--- src/hw/rtl/tcw_pkg.sv ---
// tcw_pkg: shared constants, codes and types of the text cell terminal writer
// no dependencies; imported by the interfaces and every module of the block but tcw_ram

package tcw_pkg;

  // store geometry
  localparam int MAX_COLUMNS = 128;
  localparam int MAX_ROWS    = 32;
  localparam int STORE_DEPTH = MAX_COLUMNS * MAX_ROWS;
  localparam int ADDR_W      = $clog2(STORE_DEPTH);
  localparam int CNT_W       = ADDR_W + 1;
  localparam int COL_W       = $clog2(MAX_COLUMNS + 1);
  localparam int ROW_W       = $clog2(MAX_ROWS);
  localparam int NR_W        = $clog2(MAX_ROWS + 1);

  // transaction field widths
  localparam int OP_W     = 2;
  localparam int CHAR_W   = 8;
  localparam int INDEX_W  = 12;
  localparam int CURSOR_W = 13;
  localparam int CELL_W   = 16;

  // register widths and port geometry
  localparam int COLS_REG_W = 8;
  localparam int ROWS_REG_W = 6;
  localparam int COLOUR_W   = 4;
  localparam int CFG_DATA_W = 32;
  localparam int CFG_ADDR_W = 4;
  localparam int REG_IDX_W  = 2;

  localparam logic [COLS_REG_W-1:0] COLUMNS_RST = 8'd80;
  localparam logic [ROWS_REG_W-1:0] ROWS_RST    = 6'd25;
  localparam logic [COLOUR_W-1:0]   FORE_RST    = 4'd7;
  localparam logic [COLOUR_W-1:0]   BACK_RST    = 4'd0;

  // register indexes
  localparam logic [REG_IDX_W-1:0] REG_COLUMNS = 2'd0;
  localparam logic [REG_IDX_W-1:0] REG_ROWS    = 2'd1;
  localparam logic [REG_IDX_W-1:0] REG_FORE    = 2'd2;
  localparam logic [REG_IDX_W-1:0] REG_BACK    = 2'd3;

  // operation codes
  localparam logic [OP_W-1:0] OP_PUT   = 2'd0;
  localparam logic [OP_W-1:0] OP_READ  = 2'd1;
  localparam logic [OP_W-1:0] OP_CLEAR = 2'd2;

  // character codes
  localparam logic [CHAR_W-1:0] CH_BACKSPACE = 8'h08;
  localparam logic [CHAR_W-1:0] CH_NEWLINE   = 8'h0A;
  localparam logic [CHAR_W-1:0] CH_SPACE     = 8'h20;
  localparam logic [CELL_W-1:0] CELL_BLANK   = 16'h0020;

  // sweep kinds
  localparam int SWK_W = 2;
  localparam logic [SWK_W-1:0] SWK_INIT   = 2'd0;
  localparam logic [SWK_W-1:0] SWK_CLEAR  = 2'd1;
  localparam logic [SWK_W-1:0] SWK_SCROLL = 2'd2;

  typedef struct packed {
    logic [COLS_REG_W-1:0] columns;
    logic [ROWS_REG_W-1:0] rows;
    logic [COLOUR_W-1:0]   fore_colour;
    logic [COLOUR_W-1:0]   back_colour;
  } cfg_t;

  // controller to datapath
  typedef struct packed {
    logic             latch_in;
    logic             calc_addr;
    logic             put;
    logic             cval;
    logic             sweep_start;
    logic [SWK_W-1:0] sweep_kind;
    logic             sweep_step;
    logic             read_issue;
    logic             out_load;
  } cmd_t;

  // datapath to controller
  typedef struct packed {
    logic [OP_W-1:0] op;
    logic            scroll;
    logic            sweep_done;
  } stat_t;

endpackage

--- src/hw/rtl/tcw_ctrl.sv ---
// tcw_ctrl: sequencing state machine of the terminal writer
// depends on tcw_pkg; drives cmd_t to the datapath and reads stat_t back

module tcw_ctrl (
  input  logic                      clk,
  input  logic                      rst_n,
  input  logic                      in_valid,
  input  logic [tcw_pkg::OP_W-1:0]  in_operation,
  output logic                      in_ready,
  output logic                      out_valid,
  input  logic                      out_ready,
  output tcw_pkg::cmd_t             cmd,
  input  tcw_pkg::stat_t            stat
);
  import tcw_pkg::*;

  localparam int ST_W = 4;
  localparam logic [ST_W-1:0] ST_ISET   = 4'd0;
  localparam logic [ST_W-1:0] ST_ISWEEP = 4'd1;
  localparam logic [ST_W-1:0] ST_IDLE   = 4'd2;
  localparam logic [ST_W-1:0] ST_ADDR   = 4'd3;
  localparam logic [ST_W-1:0] ST_PUT    = 4'd4;
  localparam logic [ST_W-1:0] ST_CVAL   = 4'd5;
  localparam logic [ST_W-1:0] ST_SWSET  = 4'd6;
  localparam logic [ST_W-1:0] ST_SWEEP  = 4'd7;
  localparam logic [ST_W-1:0] ST_RD     = 4'd8;
  localparam logic [ST_W-1:0] ST_FIN    = 4'd9;

  logic [ST_W-1:0] state_r, state_nxt;
  logic            out_valid_r, out_valid_nxt;

  // next state and commands
  always_comb begin
    state_nxt = state_r;
    cmd       = '0;
    in_ready  = 1'b0;
    unique case (state_r)
      ST_ISET: begin
        cmd.sweep_start = 1'b1;
        cmd.sweep_kind  = SWK_INIT;
        state_nxt       = ST_ISWEEP;
      end
      ST_ISWEEP: begin
        cmd.sweep_step = 1'b1;
        if (stat.sweep_done) begin
          state_nxt = ST_IDLE;
        end
      end
      ST_IDLE: begin
        in_ready = 1'b1;
        if (in_valid) begin
          cmd.latch_in = 1'b1;
          unique case (in_operation)
            OP_PUT:   state_nxt = ST_ADDR;
            OP_READ:  state_nxt = ST_RD;
            OP_CLEAR: state_nxt = ST_SWSET;
            default:  state_nxt = ST_FIN;
          endcase
        end
      end
      ST_ADDR: begin
        cmd.calc_addr = 1'b1;
        state_nxt     = ST_PUT;
      end
      ST_PUT: begin
        cmd.put   = 1'b1;
        state_nxt = ST_CVAL;
      end
      ST_CVAL: begin
        cmd.cval  = 1'b1;
        state_nxt = stat.scroll ? ST_SWSET : ST_FIN;
      end
      ST_SWSET: begin
        cmd.sweep_start = 1'b1;
        cmd.sweep_kind  = (stat.op == OP_CLEAR) ? SWK_CLEAR : SWK_SCROLL;
        state_nxt       = ST_SWEEP;
      end
      ST_SWEEP: begin
        cmd.sweep_step = 1'b1;
        if (stat.sweep_done) begin
          state_nxt = ST_FIN;
        end
      end
      ST_RD: begin
        cmd.read_issue = 1'b1;
        state_nxt      = ST_FIN;
      end
      ST_FIN: begin
        if (!out_valid_r || out_ready) begin
          cmd.out_load = 1'b1;
          state_nxt    = ST_IDLE;
        end
      end
      default: begin
        state_nxt = ST_IDLE;
      end
    endcase
  end

  // output register valid flag
  always_comb begin
    if (cmd.out_load) begin
      out_valid_nxt = 1'b1;
    end else if (out_ready) begin
      out_valid_nxt = 1'b0;
    end else begin
      out_valid_nxt = out_valid_r;
    end
  end

  always_ff @(posedge clk) begin
    if (!rst_n) begin
      state_r     <= ST_ISET;
      out_valid_r <= 1'b0;
    end else begin
      state_r     <= state_nxt;
      out_valid_r <= out_valid_nxt;
    end
  end

  assign out_valid = out_valid_r;

endmodule

--- config.mk ---
export PLATFORM = sky130hd
export DESIGN_NAME = tcw_ctrl
export DESIGN_NICKNAME = d
export VERILOG_FILES = /design/src/hw/rtl/tcw_pkg.sv /design/src/hw/rtl/tcw_ctrl.sv
export SDC_FILE = /design/constraint.sdc
export NUM_CORES = 1
export LEC_CHECK = 0
export BUFFER_PORTS_ARGS = -buffer_cell sky130_fd_sc_hd__buf_2
export CAP_MARGIN = 5
export CORE_MARGIN = 2
export CORE_UTILIZATION = 35
export DETAILED_ROUTE_END_ITERATION = 10
export GPL_ROUTABILITY_DRIVEN = 0
export SLEW_MARGIN = 20
export SYNTH_ARGS = -nofsm -noshare
export SYNTH_HDL_FRONTEND = slang
export SYNTH_SLANG_ARGS = --single-unit
--- constraint.sdc ---
create_clock -name clk -period 1.8 [get_ports clk]
set_input_delay 0.36 -clock clk [delete_from_list [all_inputs] [get_ports clk]]
set_output_delay 0.36 -clock clk [all_outputs]
set_load 0.01 [all_outputs]
==> flow_metrics.env <==
export IMPL_cts_hold_buf=0
export IMPL_post_place_ws_ps=129
export IMPL_fmax_mhz=578
export IMPL_syn_to_final_growth_pct=21.8
export IMPL_syn_area_um2=603
export IMPL_synth_simple_area_share=0.376
export IMPL_start_kind="flop"
export IMPL_final_setup_viol_count=0
export IMPL_cap_viol_max_count=0
export IMPL_num_fill_cells=159
export IMPL_finalCritPeriodShare=0.962
export IMPL_antenna_found_initial=0
export IMPL_synth_top_family_by_area="simple AND/OR/NAND/NOR gates"
export IMPL_peakVddDrop_v=0.000300
export IMPL_hold_path_end="state_r[2]$_SDFFE_PN0P_"
export IMPL_syn_inst=73
export IMPL_cts_root_buf="clkbuf_4"
export IMPL_place_hpwl_um=969
export IMPL_fin_crit_ps=1730
export IMPL_rows=14
export IMPL_crit_type="flop to primary output"
export IMPL_dr_pass1_iters=4
export IMPL_drive_gt1_frac=0.398
export IMPL_num_io_pins=22
export IMPL_die_y_um=45.5
export IMPL_rsz0062_at_grt="false"
export IMPL_synth_cell_types=35
export IMPL_clk_pin_slew_ps=50
export IMPL_reg2reg_depth=4
export IMPL_grt_overflow=0
export IMPL_drc_errors=0
export IMPL_rr_startpoint="state_r[2]$_SDFFE_PN0P_"
export IMPL_regArea_um2=110
export IMPL_viasPerCell=5.19
export IMPL_synth_compound_area_share=0.243
export IMPL_core_area_um2=1560
export IMPL_numCtsBuffers=3
export IMPL_syn_nets=88
export IMPL_port_buffers=21
export IMPL_clockBufferDepth=2
export IMPL_cts_htree_levels=1
export IMPL_synth_yosys_seq_area_share=0.166
export IMPL_synthXorXnorAreaFrac=0.0145
export IMPL_cp_end_kind="primary output"
export IMPL_slew_headroom=0.734
export IMPL_cts_tree="done"
export IMPL_antenna_cells=0
export IMPL_leakage_nw=0.348
export IMPL_grt_pass1_wl_mm=2.06
export IMPL_multi_input_area_um2=447
export IMPL_clock_skew_ps=4.25
export IMPL_synth_seq_cells=5
export IMPL_dieArea_um2=2070
export IMPL_drt_iter0_drc=6
export IMPL_hold_path_startpoint="rst_n"
export IMPL_synthAdderAreaFrac=0.104
export IMPL_avgRoutedWirePerCell_um=11.8
export IMPL_hold_path_class="input pin to flop"
export IMPL_via_count=566
export IMPL_tns_ps=0
export IMPL_rrSetupSlack_ps=410
export IMPL_worstMarginPinSlew_ps=397
export IMPL_arrival_ps=1370
export IMPL_outcome="finished clean"
export IMPL_whs_path_depth=2
export IMPL_grt_max_degree=17
export IMPL_drt_wl_total_mm=1.28
export IMPL_initial_core_util=0.387
export IMPL_grtUsageTotal=0.131
export IMPL_finalMaxSlewViolations=0
export IMPL_final_antenna_net_count=0
export IMPL_avgSynthCellArea_um2=8.26
export IMPL_synth_area_mux_share=0
export IMPL_fin_ws_ps=68.5
export IMPL_required_ps=1440
export IMPL_synth_warnings=0
export IMPL_power_density_nw_per_um2=631
export IMPL_die_w_um=45.5
export IMPL_final_nets=109
export IMPL_rr_endpoint="state_r[1]$_SDFFE_PN0P_"
export IMPL_cp_max_fo=16
export IMPL_cts_sinks=5
export IMPL_grt_pass1_vias=513
export IMPL_insertion_delay_ps=240
export IMPL_hold_viol=0
-- state kept, by name, summed over array words and instances (netlist names) --
| signal | flops |
|---|---|
| out_valid | 1 |
| state_r | 4 |
-- through the flow --
stage / hold slack (ps) / total power, mW / std cells / utilization / area (µm²)
after floorplan: 475 / 0.287 / 73 / - / 603
after global placement: 567 / 0.332 / 105 / 0.446 / 696
after detailed placement: 567 / 0.331 / 105 / 0.446 / 696
after CTS: 390 / 0.465 / 109 / 0.465 / 724
after global routing: 397 / 0.504 / 109 / 0.471 / 734
final: 392 / 0.463 / 109 / 0.471 / 734
-- worst max-delay path by stage --
stage                                  from                      end  slack, ps
floorplan           state_r[2]$_SDFFE_PN0P_                   cmd[9]        170
global placement    state_r[2]$_SDFFE_PN0P_  state_r[1]$_SDFFE_PN0P_        200
detailed placement  state_r[2]$_SDFFE_PN0P_  state_r[1]$_SDFFE_PN0P_        130
CTS                 state_r[1]$_SDFFE_PN0P_                   cmd[3]         20
global route        state_r[1]$_SDFFE_PN0P_                   cmd[3]          2
finish              state_r[2]$_SDFFE_PN0P_                   cmd[9]         70
-- cell usage in the layout, fill, tap and decap left out, types with 3 or more instances in the layout --
master    synthesis  final
buf_2             2     21
nand2b_1          5      5
inv_1             5      5
a21oi_1           5      5
ha_1              5      5
nor3_1            4      4
nand2_1           3      3
nand3_1           3      3
o21ai_1           3      3
nor2_1            3      3
clkbuf_4          0      3
-- metal layers --
layer | up-vias | GRT usage | share of wire
met1 | 258 | 0.172 | 0.48
li1 | 298 | - | -
met5 | - | 0 | 0
met3 | 0 | 0.0119 | 0.023
met4 | 0 | 0.0353 | 0
met2 | 10 | 0.225 | 0.49
-- synthesized netlist by cell type --
master | number | area [µm²]
and3b_1 | 1 | 8.76
or2_4 | 1 | 8.76
nor3b_1 | 2 | 15.0
a21oi_1 | 5 | 25.0
dfxtp_1 | 5 | 100
a211oi_1 | 2 | 15.0
nand3_1 | 3 | 15.0
nand4bb_1 | 1 | 11.3
nor3_2 | 1 | 10.0
o21ai_0 | 1 | 5.00
inv_1 | 5 | 18.8
a21boi_0 | 1 | 7.51
o21ai_1 | 3 | 15.0
nor3_1 | 4 | 20.0
o32a_1 | 1 | 10.0
and4b_1 | 1 | 10.0
and2_1 | 1 | 6.26
buf_6 | 1 | 11.3
nor2b_1 | 3 | 18.8
a21boi_1 | 1 | 7.51
buf_1 | 1 | 3.75
o211a_1 | 1 | 10.0
nor4b_1 | 1 | 8.76
buf_2 | 2 | 10.0
nor3b_2 | 2 | 25.0
ha_1 | 5 | 62.6
nor2_1 | 3 | 11.3
nor4b_2 | 1 | 15.0
o311ai_0 | 1 | 8.76
nand2_1 | 3 | 11.3
buf_4 | 2 | 15.0
o21a_4 | 1 | 15.0
xor2_1 | 1 | 8.76
a2111oi_4 | 1 | 27.5
nand2b_1 | 5 | 31.3
-- layout make-up --
cell class | instances | area share
clock buffers | 4 | 0.0358
inverters | 5 | 0.0256
multi-input cells | 57 | 0.608
flip-flops and latches | 5 | 0.150
well taps | 16 | 0.0273
repair buffers | 22 | 0.153
-- timing repair --
action,4_1_cts,5_1_grt
endpoints found under the setup margin,2,6
hold endpoints to repair,0,0
pin swaps,0,0
buffers inserted,0,0
cloned,0,0
gates resized for setup,2,5
-- critical path, stage by stage, from the launching register on --
cell     delay, ps
dfxtp_4        390
or2_4          290
nor3b_2        190
and2_1         130
buf_2          120
-- kinds of logic (layout without fill, tap and decap cells) --
family	Yosys count	in the layout
DFF	5	5
xor gates and xnor gates	1	1
buffers and inverters	11	31
adders and majority gates	5	5
AOI/OAI and AO/OA	18	18
and+or+nand+nor	33	33
-- where the power goes --
part / leakage [nW] / switching, mW / total (mW) / internal (mW)
registers: 0.0430 / 0.0305 / 0.153 / 0.123
clock network: 0.0150 / 0.0459 / 0.130 / 0.0838
logic: 0.290 / 0.0887 / 0.181 / 0.0918
No activity file was read; power rests on OpenSTA's default activity.
