===== config.mk =====
export PLATFORM = sky130hd
export DESIGN_NAME = tcw_cfg
export DESIGN_NICKNAME = d
export VERILOG_FILES = /design/src/hw/rtl/tcw_pkg.sv /design/src/hw/rtl/tcw_cfg.sv
export SDC_FILE = /design/constraint.sdc
export NUM_CORES = 1
export LEC_CHECK = 0
export BUFFER_PORTS_ARGS = -buffer_cell sky130_fd_sc_hd__buf_2
export CORE_MARGIN = 10
export CORE_UTILIZATION = 42
export DETAILED_ROUTE_END_ITERATION = 16
export PLACE_DENSITY = 0.84
export SKIP_LAST_GASP = 1
export SYNTH_ARGS = -nofsm -noshare
export SYNTH_HDL_FRONTEND = slang
export SYNTH_SLANG_ARGS = --single-unit
export TNS_END_PERCENT = 30

===== constraint.sdc =====
create_clock -name clk -period 2.41 [get_ports clk]
set_clock_uncertainty 0.15 [all_clocks]
set_input_delay 0.3615 -clock clk [delete_from_list [all_inputs] [get_ports clk]]
set_output_delay 0.3615 -clock clk [all_outputs]
set_load 0.005 [all_outputs]

===== src/hw/rtl/tcw_pkg.sv =====
// tcw_pkg: shared constants, codes and types of the text cell terminal writer
// no dependencies; imported by the interfaces and every module of the block but tcw_ram

package tcw_pkg;

  // store geometry
  localparam int MAX_COLUMNS = 128;
  localparam int MAX_ROWS    = 32;
  localparam int STORE_DEPTH = MAX_COLUMNS * MAX_ROWS;
  localparam int ADDR_W      = $clog2(STORE_DEPTH);
  localparam int CNT_W       = ADDR_W + 1;
  localparam int COL_W       = $clog2(MAX_COLUMNS + 1);
  localparam int ROW_W       = $clog2(MAX_ROWS);
  localparam int NR_W        = $clog2(MAX_ROWS + 1);

  // transaction field widths
  localparam int OP_W     = 2;
  localparam int CHAR_W   = 8;
  localparam int INDEX_W  = 12;
  localparam int CURSOR_W = 13;
  localparam int CELL_W   = 16;

  // register widths and port geometry
  localparam int COLS_REG_W = 8;
  localparam int ROWS_REG_W = 6;
  localparam int COLOUR_W   = 4;
  localparam int CFG_DATA_W = 32;
  localparam int CFG_ADDR_W = 4;
  localparam int REG_IDX_W  = 2;

  localparam logic [COLS_REG_W-1:0] COLUMNS_RST = 8'd80;
  localparam logic [ROWS_REG_W-1:0] ROWS_RST    = 6'd25;
  localparam logic [COLOUR_W-1:0]   FORE_RST    = 4'd7;
  localparam logic [COLOUR_W-1:0]   BACK_RST    = 4'd0;

  // register indexes
  localparam logic [REG_IDX_W-1:0] REG_COLUMNS = 2'd0;
  localparam logic [REG_IDX_W-1:0] REG_ROWS    = 2'd1;
  localparam logic [REG_IDX_W-1:0] REG_FORE    = 2'd2;
  localparam logic [REG_IDX_W-1:0] REG_BACK    = 2'd3;

  // operation codes
  localparam logic [OP_W-1:0] OP_PUT   = 2'd0;
  localparam logic [OP_W-1:0] OP_READ  = 2'd1;
  localparam logic [OP_W-1:0] OP_CLEAR = 2'd2;

  // character codes
  localparam logic [CHAR_W-1:0] CH_BACKSPACE = 8'h08;
  localparam logic [CHAR_W-1:0] CH_NEWLINE   = 8'h0A;
  localparam logic [CHAR_W-1:0] CH_SPACE     = 8'h20;
  localparam logic [CELL_W-1:0] CELL_BLANK   = 16'h0020;

  // sweep kinds
  localparam int SWK_W = 2;
  localparam logic [SWK_W-1:0] SWK_INIT   = 2'd0;
  localparam logic [SWK_W-1:0] SWK_CLEAR  = 2'd1;
  localparam logic [SWK_W-1:0] SWK_SCROLL = 2'd2;

  typedef struct packed {
    logic [COLS_REG_W-1:0] columns;
    logic [ROWS_REG_W-1:0] rows;
    logic [COLOUR_W-1:0]   fore_colour;
    logic [COLOUR_W-1:0]   back_colour;
  } cfg_t;

  // controller to datapath
  typedef struct packed {
    logic             latch_in;
    logic             calc_addr;
    logic             put;
    logic             cval;
    logic             sweep_start;
    logic [SWK_W-1:0] sweep_kind;
    logic             sweep_step;
    logic             read_issue;
    logic             out_load;
  } cmd_t;

  // datapath to controller
  typedef struct packed {
    logic [OP_W-1:0] op;
    logic            scroll;
    logic            sweep_done;
  } stat_t;

endpackage


===== src/hw/rtl/tcw_cfg.sv =====
// tcw_cfg: apb-style configuration registers (columns, rows, colours)
// depends on tcw_pkg

module tcw_cfg (
  input  logic                              clk,
  input  logic                              rst_n,
  input  logic                              psel,
  input  logic                              penable,
  input  logic                              pwrite,
  input  logic [tcw_pkg::CFG_ADDR_W-1:0]    paddr,
  input  logic [tcw_pkg::CFG_DATA_W-1:0]    pwdata,
  output logic [tcw_pkg::CFG_DATA_W-1:0]    prdata,
  output logic                              pready,
  output tcw_pkg::cfg_t                     cfg
);
  import tcw_pkg::*;

  logic [COLS_REG_W-1:0] columns_r;
  logic [ROWS_REG_W-1:0] rows_r;
  logic [COLOUR_W-1:0]   fore_r;
  logic [COLOUR_W-1:0]   back_r;
  logic [REG_IDX_W-1:0]  reg_idx;
  logic                  wr_en;

  assign pready  = 1'b1;
  assign reg_idx = paddr[CFG_ADDR_W-1:2];
  assign wr_en   = psel && penable && pwrite;

  // register writes on the access phase
  always_ff @(posedge clk) begin
    if (!rst_n) begin
      columns_r <= COLUMNS_RST;
      rows_r    <= ROWS_RST;
      fore_r    <= FORE_RST;
      back_r    <= BACK_RST;
    end else if (wr_en) begin
      unique case (reg_idx)
        REG_COLUMNS: columns_r <= pwdata[COLS_REG_W-1:0];
        REG_ROWS:    rows_r    <= pwdata[ROWS_REG_W-1:0];
        REG_FORE:    fore_r    <= pwdata[COLOUR_W-1:0];
        REG_BACK:    back_r    <= pwdata[COLOUR_W-1:0];
      endcase
    end
  end

  // read mux
  always_comb begin
    unique case (reg_idx)
      REG_COLUMNS: prdata = CFG_DATA_W'(columns_r);
      REG_ROWS:    prdata = CFG_DATA_W'(rows_r);
      REG_FORE:    prdata = CFG_DATA_W'(fore_r);
      REG_BACK:    prdata = CFG_DATA_W'(back_r);
    endcase
  end

  assign cfg.columns     = columns_r;
  assign cfg.rows        = rows_r;
  assign cfg.fore_colour = fore_r;
  assign cfg.back_colour = back_r;

endmodule


==> metrics.txt <==
# TYPE chip_impl_metric gauge
chip_impl_info{name="ys_top_cells_by_count",value="sky130_fd_sc_hd__buf_4 (26), sky130_fd_sc_hd__dfxtp_1 (22), sky130_fd_sc_hd__nand2_1 (21)"} 1
chip_impl_info{name="cp_slowest_cell",value="sky130_fd_sc_hd__mux4_2"} 1
chip_impl_info{name="yosys_most_used_dff",value="sky130_fd_sc_hd__dfxtp_1"} 1
chip_impl_metric{name="drt-wirelength-per-cell",unit="µm"} 15.2
chip_impl_metric{name="grt-ovfl-total",unit=""} 0
chip_impl_metric{name="clkTransAtPathRegs",unit="ps"} 120
chip_impl_metric{name="timing.final.crit_period",unit="ps"} 1850
chip_impl_metric{name="hold_ws",unit="ps"} 135
chip_impl_info{name="outcome",value="finished clean"} 1
chip_impl_metric{name="fmax",unit="MHz"} 540
chip_impl_metric{name="synthXorXnorAreaFrac",unit="%"} 0
chip_impl_metric{name="route.detailed.vias_per_inst",unit=""} 4.64
chip_impl_metric{name="cp_num_cells",unit=""} 3
chip_impl_metric{name="slowest_stage_delay_cp",unit="ps"} 540
chip_impl_metric{name="syn-mean-instance-area",unit="µm²"} 9.25
chip_impl_metric{name="numCtsBuffers",unit=""} 3
chip_impl_metric{name="ys_seq_elements",unit=""} 22
chip_impl_metric{name="initial_utilization",unit="%"} 44.2
chip_impl_metric{name="synth_top_area_share",unit="%"} 35.8
chip_impl_metric{name="syn-cell-area",unit="µm²"} 1230
chip_impl_metric{name="reg2reg_slack",unit="ps"} 1560
chip_impl_metric{name="finalCritPeriodShare",unit="%"} 76.9
chip_impl_metric{name="cts_max_level",unit=""} 1
chip_impl_metric{name="cts.sinks",unit=""} 22
chip_impl_metric{name="leakagePower",unit="nW"} 0.738
chip_impl_metric{name="dieArea",unit="µm²"} 5490
chip_impl_metric{name="cts-resized-gates",unit=""} 0
chip_impl_metric{name="grt_max_degree",unit=""} 29
chip_impl_metric{name="place_worst_setup_slack",unit="ps"} 539
chip_impl_metric{name="finalHoldViolations",unit=""} 0
chip_impl_metric{name="syn_inst",unit=""} 133
chip_impl_info{name="synth_top_family_by_area",value="buffers and inverters"} 1
chip_impl_metric{name="clk_latency",unit="ps"} 310
chip_impl_metric{name="antenna_found_initial",unit=""} 0
chip_impl_info{name="worstPathCellList",value="buf_2 > mux4_2 > buf_2"} 1
chip_impl_metric{name="maximum_clock_insertion_buffer_count",unit=""} 2
chip_impl_metric{name="io_buffers",unit=""} 44
chip_impl_metric{name="critPathRequiredTime",unit="ps"} 1900
chip_impl_metric{name="r2r.worst_path.cells",unit=""} 2
chip_impl_metric{name="cts_setup_buffers",unit=""} 0
chip_impl_metric{name="crit_fanout",unit=""} 12
chip_impl_metric{name="drtAntennaViolNets",unit=""} 0
chip_impl_metric{name="post_synth_edffs",unit=""} 0
chip_impl_info{name="cts_tree",value="built"} 1
chip_impl_metric{name="layout-area-overhead-vs-synth",unit="%"} 11.7
chip_impl_metric{name="rows",unit=""} 19
chip_impl_info{name="critical_path.startpoint_type",value="input pin"} 1
chip_impl_metric{name="fp.dieH",unit="µm"} 74.1
chip_impl_info{name="synth_largest_area_cell",value="sky130_fd_sc_hd__dfxtp_1"} 1
chip_impl_metric{name="portion_of_the_post_synthesis_area_used_by_sequential_elements",unit="%"} 35.8
chip_impl_metric{name="final.setup.tns",unit="ps"} 0
chip_impl_metric{name="io_pins",unit=""} 96
chip_impl_metric{name="critical_path_arrival",unit="ps"} 1340
chip_impl_metric{name="groute.usage.overall",unit="%"} 10.8
chip_impl_metric{name="first_pass_iters",unit=""} 3
chip_impl_info{name="crit_path_end_kind",value="primary output"} 1
chip_impl_metric{name="placeableCoreArea",unit="µm²"} 2780
chip_impl_metric{name="pwr_density_cell",unit="nW/µm²"} 490
chip_impl_metric{name="drc_markers",unit=""} 0
chip_impl_info{name="termination_of_the_worst_setup_path",value="prdata[1]"} 1
chip_impl_metric{name="final-max-slew-violation-count",unit=""} 0
chip_impl_info{name="r2r-end",value="fore_r[2]"} 1
chip_impl_metric{name="muxShareOfSynthArea",unit="%"} 20.3
chip_impl_metric{name="vias",unit=""} 942
chip_impl_info{name="cts_root_buf",value="sky130_fd_sc_hd__clkbuf_4"} 1
chip_impl_metric{name="die_w",unit="µm"} 74.1
chip_impl_metric{name="critPathBufInv",unit=""} 2
chip_impl_info{name="holdCritStartpoint",value="pwdata[7]"} 1
chip_impl_metric{name="grt_pass1_wl",unit="µm"} 4660
chip_impl_info{name="synth_area_leaders",value="sky130_fd_sc_hd__dfxtp_1 (36%), sky130_fd_sc_hd__buf_4 (16%), sky130_fd_sc_hd__mux2i_1 (13%)"} 1
chip_impl_metric{name="first_global_vias",unit=""} 965
chip_impl_info{name="cpMostUsedCell",value="sky130_fd_sc_hd__buf_2"} 1
chip_impl_metric{name="share_of_the_synthesized_area_in_compound_gates_ao_oa_aoi_oai",unit="%"} 7.63
chip_impl_metric{name="post-dp-hpwl",unit="µm"} 2420
chip_impl_metric{name="totalWireLength",unit="µm"} 3080
chip_impl_info{name="critical-path-top-delay-family",value="multiplexers"} 1
chip_impl_info{name="worst_setup_path_startpoint",value="paddr[3]"} 1
chip_impl_info{name="hold_path.class",value="in2reg"} 1
chip_impl_metric{name="yosysUniqueCellTypes",unit=""} 24
chip_impl_info{name="rsz0062_at_grt",value="no"} 1
chip_impl_info{name="synth_most_common_cell",value="sky130_fd_sc_hd__buf_4"} 1
chip_impl_metric{name="globalplace.congestion",unit=""} 0.747
chip_impl_metric{name="detail_route.iter0.violations",unit=""} 56
chip_impl_info{name="crit_type",value="in2out"} 1
chip_impl_metric{name="layout.nets",unit=""} 214
chip_impl_metric{name="final_worst_setup_slack",unit="ps"} 558
chip_impl_metric{name="synthSimpleGateAreaFrac",unit="%"} 14.1
chip_impl_metric{name="setup_viol",unit=""} 0
chip_impl_metric{name="yosys_warnings",unit=""} 0
chip_impl_metric{name="num_antenna_cells",unit=""} 0
chip_impl_metric{name="area_share_of_fa_ha_maj_cells_after_synthesis",unit="%"} 0
chip_impl_metric{name="layout_cells_sized_above_1",unit="%"} 32.6
chip_impl_metric{name="cap_viol_max_count",unit=""} 0
chip_impl_metric{name="synth_async_sr_flop_share",unit="%"} 0
chip_impl_metric{name="cts_hold_buf",unit=""} 0
chip_impl_info{name="r2r_start",value="fore_r[2]"} 1
chip_impl_metric{name="worst_ir_drop_vdd",unit="mV"} 0.297
through the flow:
step                total power, mW  cell area, µm²  util, %  instances
detailed placement            0.470            1340     48.1        199
finish                        0.673            1370     49.4        203
CTS                           0.678            1370     49.4        203
floorplan                     0.468            1320        -        156
global route                  0.708            1370     49.4        203
global placement              0.469            1340     48.1        199
cells in the final DEF, fill, tap and decap left out:
master	instances
sky130_fd_sc_hd__o311ai_1	2
sky130_fd_sc_hd__mux2i_1	16
sky130_fd_sc_hd__inv_1	7
sky130_fd_sc_hd__conb_1	25
sky130_fd_sc_hd__or2_1	1
sky130_fd_sc_hd__mux4_2	4
sky130_fd_sc_hd__clkbuf_4	3
sky130_fd_sc_hd__and2_1	1
sky130_fd_sc_hd__nand2b_1	1
sky130_fd_sc_hd__nand4_2	1
sky130_fd_sc_hd__nand3_2	1
sky130_fd_sc_hd__nand2_1	21
sky130_fd_sc_hd__nor3_2	1
sky130_fd_sc_hd__nor2_1	3
sky130_fd_sc_hd__nand3_1	3
sky130_fd_sc_hd__buf_2	44
sky130_fd_sc_hd__o211ai_1	5
sky130_fd_sc_hd__o21ai_0	6
sky130_fd_sc_hd__dfxtp_1	22
sky130_fd_sc_hd__clkbuf_8	1
sky130_fd_sc_hd__o311ai_0	1
sky130_fd_sc_hd__nor2_2	1
sky130_fd_sc_hd__nor3_1	1
sky130_fd_sc_hd__and3_1	1
area by class of cell:
type                       instances  area [µm²]
fill                             295        1410
multi-input combinational         95         612
sequential                        22         440
timing repair buffer              44         220
tap                               31        38.8
clock buffer                       4        36.3
inverter                           7        26.3
power by group:
group	total (mW)	leakage, nW	switching [mW]	internal, mW
Sequential	0.373	0.178	0.00380	0.370
Clock	0.210	0.0210	0.118	0.0924
Combinational	0.0894	0.539	0.0545	0.0349
Total	0.673	0.738	0.176	0.497
worst register-to-register path, stage by stage (launching register included):
cell	delay [ps]
sky130_fd_sc_hd__dfxtp_1	350
sky130_fd_sc_hd__o21ai_0	80
sky130_fd_sc_hd__o311ai_1	140
cells by family (layout without fill, tap and decap cells):
group	count (synthesis)	in the layout
buf+inv	39	55
simple gates	36	36
flops	22	22
mux	20	20
compound gates	14	14
other cells	2	25
registers in the layout, indices dropped and copies added, names as in the netlist:
signal and count:
back_r 4, columns_r 8, rows_r 6, fore_r 4
how the worst min path moves through the flow:
stage               slack, ps           end  depth (start not counted)
floorplan                 310  columns_r[7]                          2
finish                    140  columns_r[7]                          3
global placement          300  columns_r[7]                          2
global route              130  columns_r[7]                          3
CTS                       130  columns_r[7]                          3
detailed placement        310  columns_r[7]                          2
routing by layer:
layer  share of wire, %  vias up  global-route usage [%]
met3                9.7        9                    4.12
li1                   -      477                       -
met1                 42      417                    12.0
met5                  0        -                       0
met4                2.6        0                    5.80
met2                 46       39                    17.6
No activity file was read; power rests on OpenSTA's default activity.
